$ cat src/rtl/asbg_pkg.sv
// ----------------------------------------------------------------------------
// Alarm snapshot burst gate package
// Shared types and constants for the per-channel alarm snapshot gate.
// ----------------------------------------------------------------------------
package asbg_pkg;

   localparam int CH_W    = 5;
   localparam int TYPE_W  = 32;
   localparam int TS_W    = 63;
   localparam int COUNT_W = 8;
   localparam int IVAL_W  = 16;
   localparam int SPAN_W  = 5;
   localparam int US_W    = 20;
   localparam int THR_W   = IVAL_W + US_W;

   localparam logic [US_W-1:0]   US_PER_S       = 20'd1000000;
   localparam logic [SPAN_W-1:0] SPAN_CAP       = 5'd20;
   localparam logic [COUNT_W-1:0] RESET_BURST   = 8'd3;
   localparam logic [IVAL_W-1:0] RESET_INTERVAL = 16'd2;

   // Register indexes of the configuration port.
   localparam logic CSR_BURST_COUNT  = 1'b0;
   localparam logic CSR_MIN_INTERVAL = 1'b1;

   // Item codes.
   localparam logic OP_TRIGGER = 1'b0;
   localparam logic OP_FRAME   = 1'b1;

   typedef struct packed {
      logic              op;
      logic [CH_W-1:0]   channel;
      logic [TYPE_W-1:0] alarm_type;
      logic [TS_W-1:0]   timestamp_us;
   } req_item_type;

   typedef struct packed {
      logic              accepted;
      logic              start_capture;
      logic              save_frame;
      logic [TYPE_W-1:0] saved_type;
      logic              burst_done;
      logic [SPAN_W-1:0] burst_span_s;
   } rsp_item_type;

   // Item after classification, as it waits in the queue.
   typedef struct packed {
      logic              op;
      logic              in_range;
      logic [CH_W-1:0]   channel;
      logic [TYPE_W-1:0] alarm_type;
      logic [TS_W-1:0]   timestamp_us;
   } work_type;

   typedef struct packed {
      logic     valid;
      work_type item;
   } front_out_type;

   typedef struct packed {
      logic [COUNT_W-1:0] burst_count;
      logic [THR_W-1:0]   thr_us;
      logic [SPAN_W-1:0]  span_s;
   } cfg_type;

   // One channel record as held in the channel RAM.
   typedef struct packed {
      logic               active;
      logic [COUNT_W-1:0] kept_count;
      logic [TS_W-1:0]    last_time;
      logic [TYPE_W-1:0]  alarm_type;
   } chan_entry_type;

   localparam int ENTRY_W = $bits(chan_entry_type);

endpackage

$ cat src/rtl/asbg_ram.sv
// ----------------------------------------------------------------------------
// Generic RAM
// Single write port, single read port with registered read data.
// ----------------------------------------------------------------------------
module asbg_ram #(
   parameter int WIDTH = 8,
   parameter int DEPTH = 32
) (
   input  logic                                   clock,
   input  logic                                   wr_en,
   input  logic [(DEPTH > 1 ? $clog2(DEPTH) : 1)-1:0] wr_addr,
   input  logic [WIDTH-1:0]                       wr_data,
   input  logic                                   rd_en,
   input  logic [(DEPTH > 1 ? $clog2(DEPTH) : 1)-1:0] rd_addr,
   output logic [WIDTH-1:0]                       rd_data
);

   logic [WIDTH-1:0] mem_ff [DEPTH];
   logic [WIDTH-1:0] rd_data_ff;

   always_ff @(posedge clock) begin
      if (wr_en) begin
         mem_ff[wr_addr] <= wr_data;
      end
      if (rd_en) begin
         rd_data_ff <= mem_ff[rd_addr];
      end
   end

   assign rd_data = rd_data_ff;

endmodule

$ cat src/rtl/asbg_back.sv
// ----------------------------------------------------------------------------
// Alarm snapshot gate back end
// Read-modify-write of one channel record per item and result generation.
// ----------------------------------------------------------------------------
module asbg_back #(
   parameter int CHANNELS = 32
) (
   input  logic                    clock,
   input  logic                    reset,
   input  asbg_pkg::front_out_type head,
   output logic                    pop,
   input  asbg_pkg::cfg_type       cfg,
   output logic                    rsp_strobe,
   output asbg_pkg::rsp_item_type  rsp_item
);
   import asbg_pkg::*;

   localparam int IDX_W = (CHANNELS > 1) ? $clog2(CHANNELS) : 1;

   typedef enum logic {ST_IDLE, ST_EXEC} state_type;

   state_type          state_ff, state_in;
   work_type           cur_ff, cur_in;
   logic               ent_vld_ff, ent_vld_in;
   logic [COUNT_W-1:0] target_ff, target_in;
   logic [CHANNELS-1:0] valid_ff, valid_in;
   rsp_item_type       rsp_ff, rsp_in;
   logic               strobe_ff, strobe_in;

   logic [IDX_W-1:0]   rd_addr, wr_addr;
   logic [CH_W+IDX_W-1:0] rd_wide, wr_wide;
   logic [ENTRY_W-1:0] rd_data;
   logic               wr_en;
   chan_entry_type     ent, ent_new;
   logic [TS_W:0]      diff;
   logic               keep;
   logic [COUNT_W-1:0] kc;

   assign rd_wide = {{IDX_W{1'b0}}, head.item.channel};
   assign rd_addr = rd_wide[IDX_W-1:0];
   assign wr_wide = {{IDX_W{1'b0}}, cur_ff.channel};
   assign wr_addr = wr_wide[IDX_W-1:0];

   assign pop = (state_ff == ST_IDLE) && head.valid;

   asbg_ram #(
      .WIDTH (ENTRY_W),
      .DEPTH (CHANNELS)
   ) u_chan_ram (
      .clock   (clock),
      .wr_en   (wr_en),
      .wr_addr (wr_addr),
      .wr_data (ent_new),
      .rd_en   (pop),
      .rd_addr (rd_addr),
      .rd_data (rd_data)
   );

   // A record never written since reset reads as all zero.
   assign ent = ent_vld_ff ? chan_entry_type'(rd_data) : '0;

   // Whole seconds elapsed >= interval is the same as elapsed us >= interval * 1e6.
   assign diff = {1'b0, cur_ff.timestamp_us} - {1'b0, ent.last_time};
   assign keep = diff[TS_W] || (diff == '0) || (diff[TS_W-1:0] >= TS_W'(cfg.thr_us));

   always_comb begin
      state_in   = state_ff;
      cur_in     = cur_ff;
      ent_vld_in = ent_vld_ff;
      target_in  = target_ff;
      valid_in   = valid_ff;
      rsp_in     = rsp_ff;
      strobe_in  = 1'b0;
      wr_en      = 1'b0;
      ent_new    = ent;
      kc         = ent.kept_count;

      unique case (state_ff)
         ST_IDLE: begin
            if (head.valid) begin
               cur_in     = head.item;
               ent_vld_in = head.item.in_range && valid_ff[rd_addr];
               state_in   = ST_EXEC;
            end
         end
         ST_EXEC: begin
            rsp_in               = '0;
            rsp_in.accepted      = 1'b1;
            rsp_in.burst_span_s  = cfg.span_s;
            strobe_in            = 1'b1;
            state_in             = ST_IDLE;
            if (cur_ff.op == OP_TRIGGER) begin
               if (cfg.burst_count == '0) begin
                  rsp_in.accepted = 1'b0;
               end else if (cur_ff.in_range && ent.alarm_type == '0) begin
                  ent_new.alarm_type = cur_ff.alarm_type;
                  if (!ent.active) begin
                     ent_new.active = 1'b1;
                     target_in      = cfg.burst_count;
                  end
                  rsp_in.start_capture = 1'b1;
                  wr_en                = 1'b1;
               end
            end else if (cur_ff.in_range && ent.active) begin
               if (ent.kept_count < target_ff && keep) begin
                  kc                   = ent.kept_count + COUNT_W'(1);
                  ent_new.kept_count   = kc;
                  ent_new.last_time    = cur_ff.timestamp_us;
                  rsp_in.save_frame    = 1'b1;
                  rsp_in.saved_type    = ent.alarm_type;
                  wr_en                = 1'b1;
               end
               if (kc >= target_ff) begin
                  ent_new           = '0;
                  rsp_in.burst_done = 1'b1;
                  wr_en             = 1'b1;
               end
            end
            if (wr_en) begin
               valid_in[wr_addr] = 1'b1;
            end
         end
         default: state_in = ST_IDLE;
      endcase
   end

   always_ff @(posedge clock) begin
      if (reset) begin
         state_ff   <= ST_IDLE;
         target_ff  <= '0;
         valid_ff   <= '0;
         strobe_ff  <= 1'b0;
         ent_vld_ff <= 1'b0;
      end else begin
         state_ff   <= state_in;
         target_ff  <= target_in;
         valid_ff   <= valid_in;
         strobe_ff  <= strobe_in;
         ent_vld_ff <= ent_vld_in;
      end
      cur_ff <= cur_in;
      rsp_ff <= rsp_in;
   end

   assign rsp_strobe = strobe_ff;
   assign rsp_item   = rsp_ff;

endmodule

$ cat config.mk
export PLATFORM = sky130hd
export DESIGN_NAME = asbg_back
export DESIGN_NICKNAME = d
export VERILOG_FILES = /design/src/rtl/asbg_pkg.sv /design/src/rtl/asbg_ram.sv /design/src/rtl/asbg_back.sv
export SDC_FILE = /design/constraint.sdc
export NUM_CORES = 2
export LEC_CHECK = 0
export ABC_AREA = 0
export BUFFER_PORTS_ARGS = -buffer_cell sky130_fd_sc_hd__buf_2
export CORE_MARGIN = 1
export CORE_UTILIZATION = 32
export DETAILED_ROUTE_END_ITERATION = 10
export GPL_ROUTABILITY_DRIVEN = 0
export GPL_TIMING_DRIVEN = 0
export PLACE_DENSITY_LB_ADDON = 0.1
export RECOVER_POWER = 100
export SLEW_MARGIN = 20
export SYNTH_ARGS = -nofsm -noshare
export SYNTH_HDL_FRONTEND = slang
export SYNTH_SLANG_ARGS = --single-unit
$ cat constraint.sdc
create_clock -name clock -period 19.35 [get_ports clock]
set_input_delay 5.805 -clock clock [delete_from_list [all_inputs] [get_ports clock]]
set_output_delay 5.805 -clock clock [all_outputs]
set_load 0.05 [all_outputs]
# [After elaboration in Yosys (flattened, before gate mapping)]
# Memory sizes are Yosys's and may differ from the RTL's. A register that Yosys moved wholly into a read port is not among the register bits.
# Index checks and enable logic that the tools add are counted.
[totals] ff_bits=186 ramBits=3328 input_bits=154 output_inout_bits=43 elab_cells=82 mem_count=1
[memory_table] name="u_chan_ram.mem_ff" depth=32 width=104 rd=1 rd_ports_with_merged_regs=1 write_ports=1 line_no="asbg_ram.sv:18" rtl="logic [WIDTH-1:0] mem_ff [DEPTH];"
[op_classes] add_sub_neg=2 magnitude_cmp=6 mux=36 n_bitwise=5 n_reduce_logical=16
[op_table] operator="two-way mux 104 bit" n=4
[op_table] operator="two-way mux 71 bit" n=2
[op_table] operator="two-way mux 32 bit" n=3
[op_table] operator="logical NOT 64 bit" n=1
[op_table] operator="subtractor 63 x 63 -> 64 bit" n=1
[op_table] operator=">= comparator 63 x 36 -> 1 bit" n=1
[op_table] operator="two-way mux 33 bit" n=1
[op_table] operator="logical NOT 32 bit" n=1
[op_table] operator="two-way mux 8 bit" n=4
[op_table] operator="bitwise OR 32 bit" n=1
[op_table] operator="two-way mux 1 bit" n=19
[op_table] operator="less-than comparator 5 x 6 -> 1 bit (second input constant)" n=2
[op_table] operator="adder 8 x 1 -> 8 bit (second input constant)" n=1
[op_table] operator=">= comparator 8 bit" n=1
[op_table] operator="logical NOT 8 bit" n=1
[op_table] operator="less-than comparator 8 bit" n=1
[op_table] operator="logical AND 1 bit" n=6
[op_table] operator="AND reduction 2 bit" n=3
[op_table] operator="binary-select mux 1 bit (select 5 bit)" n=1
[op_table] operator="demux 1 bit (select 5 bit)" n=1
[op_table] operator=">= comparator 5 x 1 -> 1 bit (second input constant)" n=1
[op_table] operator="AND reduction 5 bit" n=1
[op_table] operator="inverter 1 bit" n=4
[op_table] operator="AND reduction 3 bit" n=1
[op_table] operator="2 further kinds" n=3

# [Logic depth before layout (Yosys ltp)]
[depth] word_depth=18 mapped_depth=46 ltp_nobuf=41

# [Modules after synthesis]
# From an unflattened synthesis, not the netlist that was laid out.
[hier_totals] hier_cells=7797 area_unflattened_um2=144427.3
[by_module_without_submodules] module="asbg_ram" instances=1 cells_per_inst=6040 area_per_inst_um2=129481.7 seq_area_each_um2=103058.8
[by_module_without_submodules] module="asbg_back" instances=1 cells_per_inst=1757 area_per_inst_um2=14945.6 seq_area_each_um2=5154.9

# [Least setup slack after synthesis]
# Ideal clock, no wire load.
[synth_timing] path_type="input to register" from="input cfg[33] (netlist name)" to="memory u_chan_ram.mem_ff[12][0] (netlist name) (enable)" setup_time_ps=697 arrival_time_ps=17072 t_required_ps=18653 slack_ps=1581 path_stages=31 n_path_buf=3 path_cell_list="inv_1 > ha_1 > a21o_1 > a21o_1 > a21oi_1 > o221ai_1 > a32oi_1 > o2111ai_1 > a21oi_1 > nand4_1 > a2111oi_2 > and4b_1 > buf_6 > nor2_1 > clkbuf_1 > xnor2_1 > ha_1 > nand2b_1 > a21o_1 > a21o_1 > a21o_1 > a21oi_1 > nor2b_1 > o21ai_0 > nand2b_1 > a21oi_1 > nor2_1 > o21ai_0 > o31a_1 > buf_2 > nor3_1"
[synth_via] elab_chain_cells=15 elab_cells_between_ends=16 cone_classes="order compare: 2; mux: 12; reduce/logical: 2"
[synth_rtl] item="from (decl)" line_no="asbg_back.sv:12" rtl="input asbg_pkg::cfg_type cfg,"
[synth_rtl] item=">= comparator 63 x 36 -> 1 bit *" line_no="asbg_back.sv:64" rtl="assign keep = diff[TS_W] || (diff == '0) || (diff[TS_W-1:0] >= TS_W'(cfg.thr_us));"
[synth_rtl] item="logical OR 1 bit *" line_no="asbg_back.sv:64"
[synth_rtl] item="logical AND 1 bit *" line_no="asbg_back.sv:105" rtl="if (ent.kept_count < target_ff && keep) begin"
[synth_rtl] item="two-way mux 8 bit" line_no="asbg_back.sv:105"
[synth_rtl] item="two-way mux 8 bit" line_no="asbg_back.sv:104" rtl="end else if (cur_ff.in_range && ent.active) begin"
[synth_rtl] item="two-way mux 8 bit" line_no="asbg_back.sv:92" rtl="if (cur_ff.op == OP_TRIGGER) begin"
[synth_rtl] item="two-way mux 8 bit" line_no="asbg_back.sv:78" rtl="unique case (state_ff)"
[synth_rtl] item=">= comparator 8 bit" line_no="asbg_back.sv:113" rtl="if (kc >= target_ff) begin"
[synth_rtl] item="two-way mux 1 bit *" line_no="asbg_back.sv:113"
[synth_rtl] item="two-way mux 1 bit *" line_no="asbg_back.sv:104"
[synth_rtl] item="two-way mux 1 bit *" line_no="asbg_back.sv:92"
[synth_rtl] item="two-way mux 1 bit * (2 in a row)" line_no="asbg_back.sv:78"
[synth_rtl] item="two-way mux 1 bit *" line_no="asbg_ram.sv:22" rtl="if (wr_en) begin"
[synth_rtl] item="two-way mux 1 bit (not written as such) *" line_no="asbg_ram.sv:23" rtl="mem_ff[wr_addr] <= wr_data;"
[synth_rtl] item="to (decl)" line_no="asbg_ram.sv:18"
# Mark *: on every way between the ends. The rest lies on a longest branch, timed or not. The select of a mux whose other input is x is not followed.

==> implementation parameters <==
Parameter                              Value

CTS
  H-tree levels ... 5
  Number of clock buffers inserted by TritonCTS ... 398
  Clock transition at the registers of the reported paths ... 0.06 ns
  Setup Fix Bufs, Post-CTS ... 0
  Bufs on Longest Clock Path ... 4
  Clock Tree Root ... clkbuf_16
  Clock insertion delay at the later pin of the skew report ... 0.99 ns
  Hold buffer count at cts ... 0
  CTS-repair resized insts ... 0
  CTS tree ... built
  Number of clock sinks ... 3618

Critical path
  Highest fanout seen on the critical path ... 32
  Startpoint of the worst-slack reg-to-reg timing path ... ent_vld_ff
  Setup crit start ... ent_vld_ff
  Crit-path most repeated cell ... clkbuf_1
  Critical path required time ... 19.87 ns
  Setup crit end kind ... register
  Max stage delay on crit path ... 1.18 ns
  Crit-path slowest cell ... clkbuf_1
  Data arrival time of the worst path ... 17.96 ns
  Type of element launching the critical path ... register
  Category of the critical setup timing path ... reg2reg

Timing
  Relative max-transition margin ... -200%
  Number of hold violations in the final report ... 0
  Max-slew violations ... 646
  Minimum clock period after layout ... 17.44 ns
  Aggregate negative setup slack ... 0 ns
  RSZ-0062 raised after global routing ... no
  Clock Skews ... 0.0632 ns
  Peak clock frequency supported by timing ... 57.4 MHz
  Setup-violating endpoint count in the final report ... 0
  Period Utilization, post-route ... 90.1%
  Slew @ Worst Pin ... 4.47 ns

Finish
  Storage cell area ... 0.108 mm²
  Area occupied by multi-input gates ... 0.0331 mm²
  Area overhead of the layout relative to synthesis ... 19.0%
  # fillers ... 40500
  Layout Cell Area excl Fill ... 0.170 mm²
  Fraction of layout instances using a drive strength above 1 ... 29.0%
  Net count, final ... 8014

Yosys
  Count of state elements after synthesis ... 3618
  Mapped cell area ... 0.143 mm²
  Sequential fraction of the synthesis area ... 75.8%
  Most repeated cell in the gate-level netlist after synthesis ... edfxtp_1
  Number of distinct standard cells referenced by the synthesized netlist ... 79
  Number of warnings issued by yosys ... 0
  Number of instances in the synthesized netlist ... 6450
  Dominant synthesized flop cell ... edfxtp_1
  Yosys top cell by area ... edfxtp_1
  Area share of the largest cell type after synthesis ... 75.2%
  Number of nets in the synthesized netlist ... 6720
  Number of enable flip-flop cells after synthesis ... 3575
  Synth area leaders ... edfxtp_1, mux4_2, ha_1, mux2_2, clkbuf_1
  Post-synthesis area per instance ... 22.1 µm²
  Cell types with the highest counts after synthesis ... edfxtp_1, mux4_2, clkbuf_1, nand2_1, nor2_1
  Share of synthesized flip-flops with an asynchronous set or reset ... 0%

Pwr
  Part of the total power dissipated in combinational logic ... 4.7%
  Clock network fraction of design power ... 44.1%
  Static leakage ... 52.5 nW
  Net Switching ... 3.71 mW
  Power share of the sequential group ... 51.2%
  Internal power component ... 13.1 mW
  Fraction of power spent switching nets ... 22.0%
  Peak VDD IR ... 0.0000682 V
  Total power per unit cell area ... 99.0 mW/mm²

Global route
  Global-route wire length before repair ... 664000 µm
  Number of global-route vias before repair ... 76500
  Total overflow reported by the global router ... 0
  Met3 track utilization from global routing ... 3.04%
  Largest net degree at the start of global routing ... 60
  GR peak layer ... met2
  Met1 track demand over resource in global routing ... 31.0%
  Overall global routing resource usage ... 21.5%
  Global-route met2 utilization ... 34.5%
  Initial antenna violation count ... 44

Routing
  Detailed router's first-iteration violation count ... 8218
  Total vias in the final route ... 75200
  Number of iterations in the first detailed-routing pass ... 6
  Average via count per standard cell ... 5.38
  Remaining antenna violation count after routing ... 0
  WL final ... 490000 µm
  Drt drc ... 0
  Detail-routed net length per standard cell ... 35.0 µm

Floorplanning
  DIE WIDTH ... 670 µm
  Placement row count ... 244
  Die Footprint ... 0.449 mm²
  I/O pins ... 197
  Die height ... 670 µm
  Floorplan Core Area ... 0.443 mm²
  Effective utilization at floorplan ... 32.2%

Outcome
  Violations in the final reports ... max-capacitance violations, max-slew violations
  Run status ... complete, but fails checks

Hold path
  Min-Delay Startpoint ... target_ff[2]
  Hold Crit Class ... reg2reg

Job
  Maxcap violations ... 32

Place
  # port buffers ... 195
  Estimated wirelength of the detail-placed design ... 351000 µm
  Placement Cell Area ... 0.161 mm²
-- critical path: cells and delay by family, from the launching register on --
family                   cells  cell delay (ns)
AND/OR/NAND/NOR             16             3.23
AO/OA/AOI/OAI               15             4.86
XOR/XNOR                     2             1.15
flip-flops                   1             0.40
buffers and inverters        8             6.04
adder cells (fa/ha/maj)      3             1.16
-- per-stage QoR --
stage	power [mW]	hold WS, ns	utilization (%)	setup WS [ns]	cells
global route	17.3	0.478	38.4	1.45	14000
detailed placement	9.57	0.448	36.3	3.36	13200
global placement	9.56	0.442	34.1	-18.97	12500
CTS	17.0	0.463	39.1	3.27	14000
floorplan	9.19	0.420	-	1.58	6450
finish	16.8	0.462	38.4	1.91	14000
-- cell type report --
class	count	area share, %
antenna	8	0.0118
timing repair buffer	894	3.99
clock buffer	499	6.21
buffer	337	0.889
multi-input combinational	2416	19.5
tap	5904	4.35
sequential	3618	63.7
inverter	79	0.175
clock inverter	230	1.18
-- power by group through the flow --
| stage | registers [mW] | clock network, mW | logic (mW) |
|---|---|---|---|
| finish | 8.60 | 7.42 | 0.791 |
| global route | 8.60 | 7.84 | 0.833 |
| CTS | 8.59 | 7.58 | 0.815 |
| detailed placement | 8.76 | 0 | 0.811 |
| global placement | 8.78 | 0 | 0.778 |
| floorplan | 8.75 | 0 | 0.442 |
-- cells by family after synthesis --
logic type      Yosys count  share of synthesized area [%]
flops                  3618                           75.8
mux                    1160                           17.4
simple gates            570                           1.90
compound gates          511                           2.33
buf+inv                 416                           1.12
fa+ha+maj               116                           1.02
xor+xnor                 59                          0.362
-- flip-flops by register name, indices dropped and copies added, names as in the netlist --
name and count:
target_ff 8, state_ff 1, rsp_strobe 1, wr_addr 5
u_chan_ram.mem_ff 3328, cur_ff 97, u_chan_ram.rd_data 104, rsp_item 41
ent_vld_ff 1, valid_ff 32
-- placed cells by master (no fill, tap or decap), types with 39 or more instances in the layout --
cell type / n
clkbuf_1: 675
buf_6: 46
mux2_1: 39
nor3_1: 43
buf_16: 56
o21ai_0: 85
clkinv_1: 95
clkbuf_16: 406
mux2_2: 68
buf_4: 173
a31oi_1: 51
a21oi_1: 125
nor2_1: 128
nand2_1: 203
ha_1: 115
mux4_2: 1050
buf_12: 51
dfxtp_1: 43
nand4_1: 41
inv_1: 78
clkinv_2: 74
xnor2_1: 40
clkbuf_2: 95
buf_2: 202
edfxtp_1: 3575
-- metal layers --
layer  share of wire, %  up-vias
met1                 44    41700
li1                   -    30100
met5              0.021        -
met3                6.1      640
met2                 47     2782
met4                2.7       14
-- final timing paths --
check	to	cells after the start	slack, ns
max	u_chan_ram.mem_ff[19][70]	44	1.91
min	target_ff[2]	2	0.46
max reg2reg	u_chan_ram.mem_ff[19][70]	44	1.91
min reg2reg	target_ff[2]	2	0.46
No activity file was read; power rests on OpenSTA's default activity.
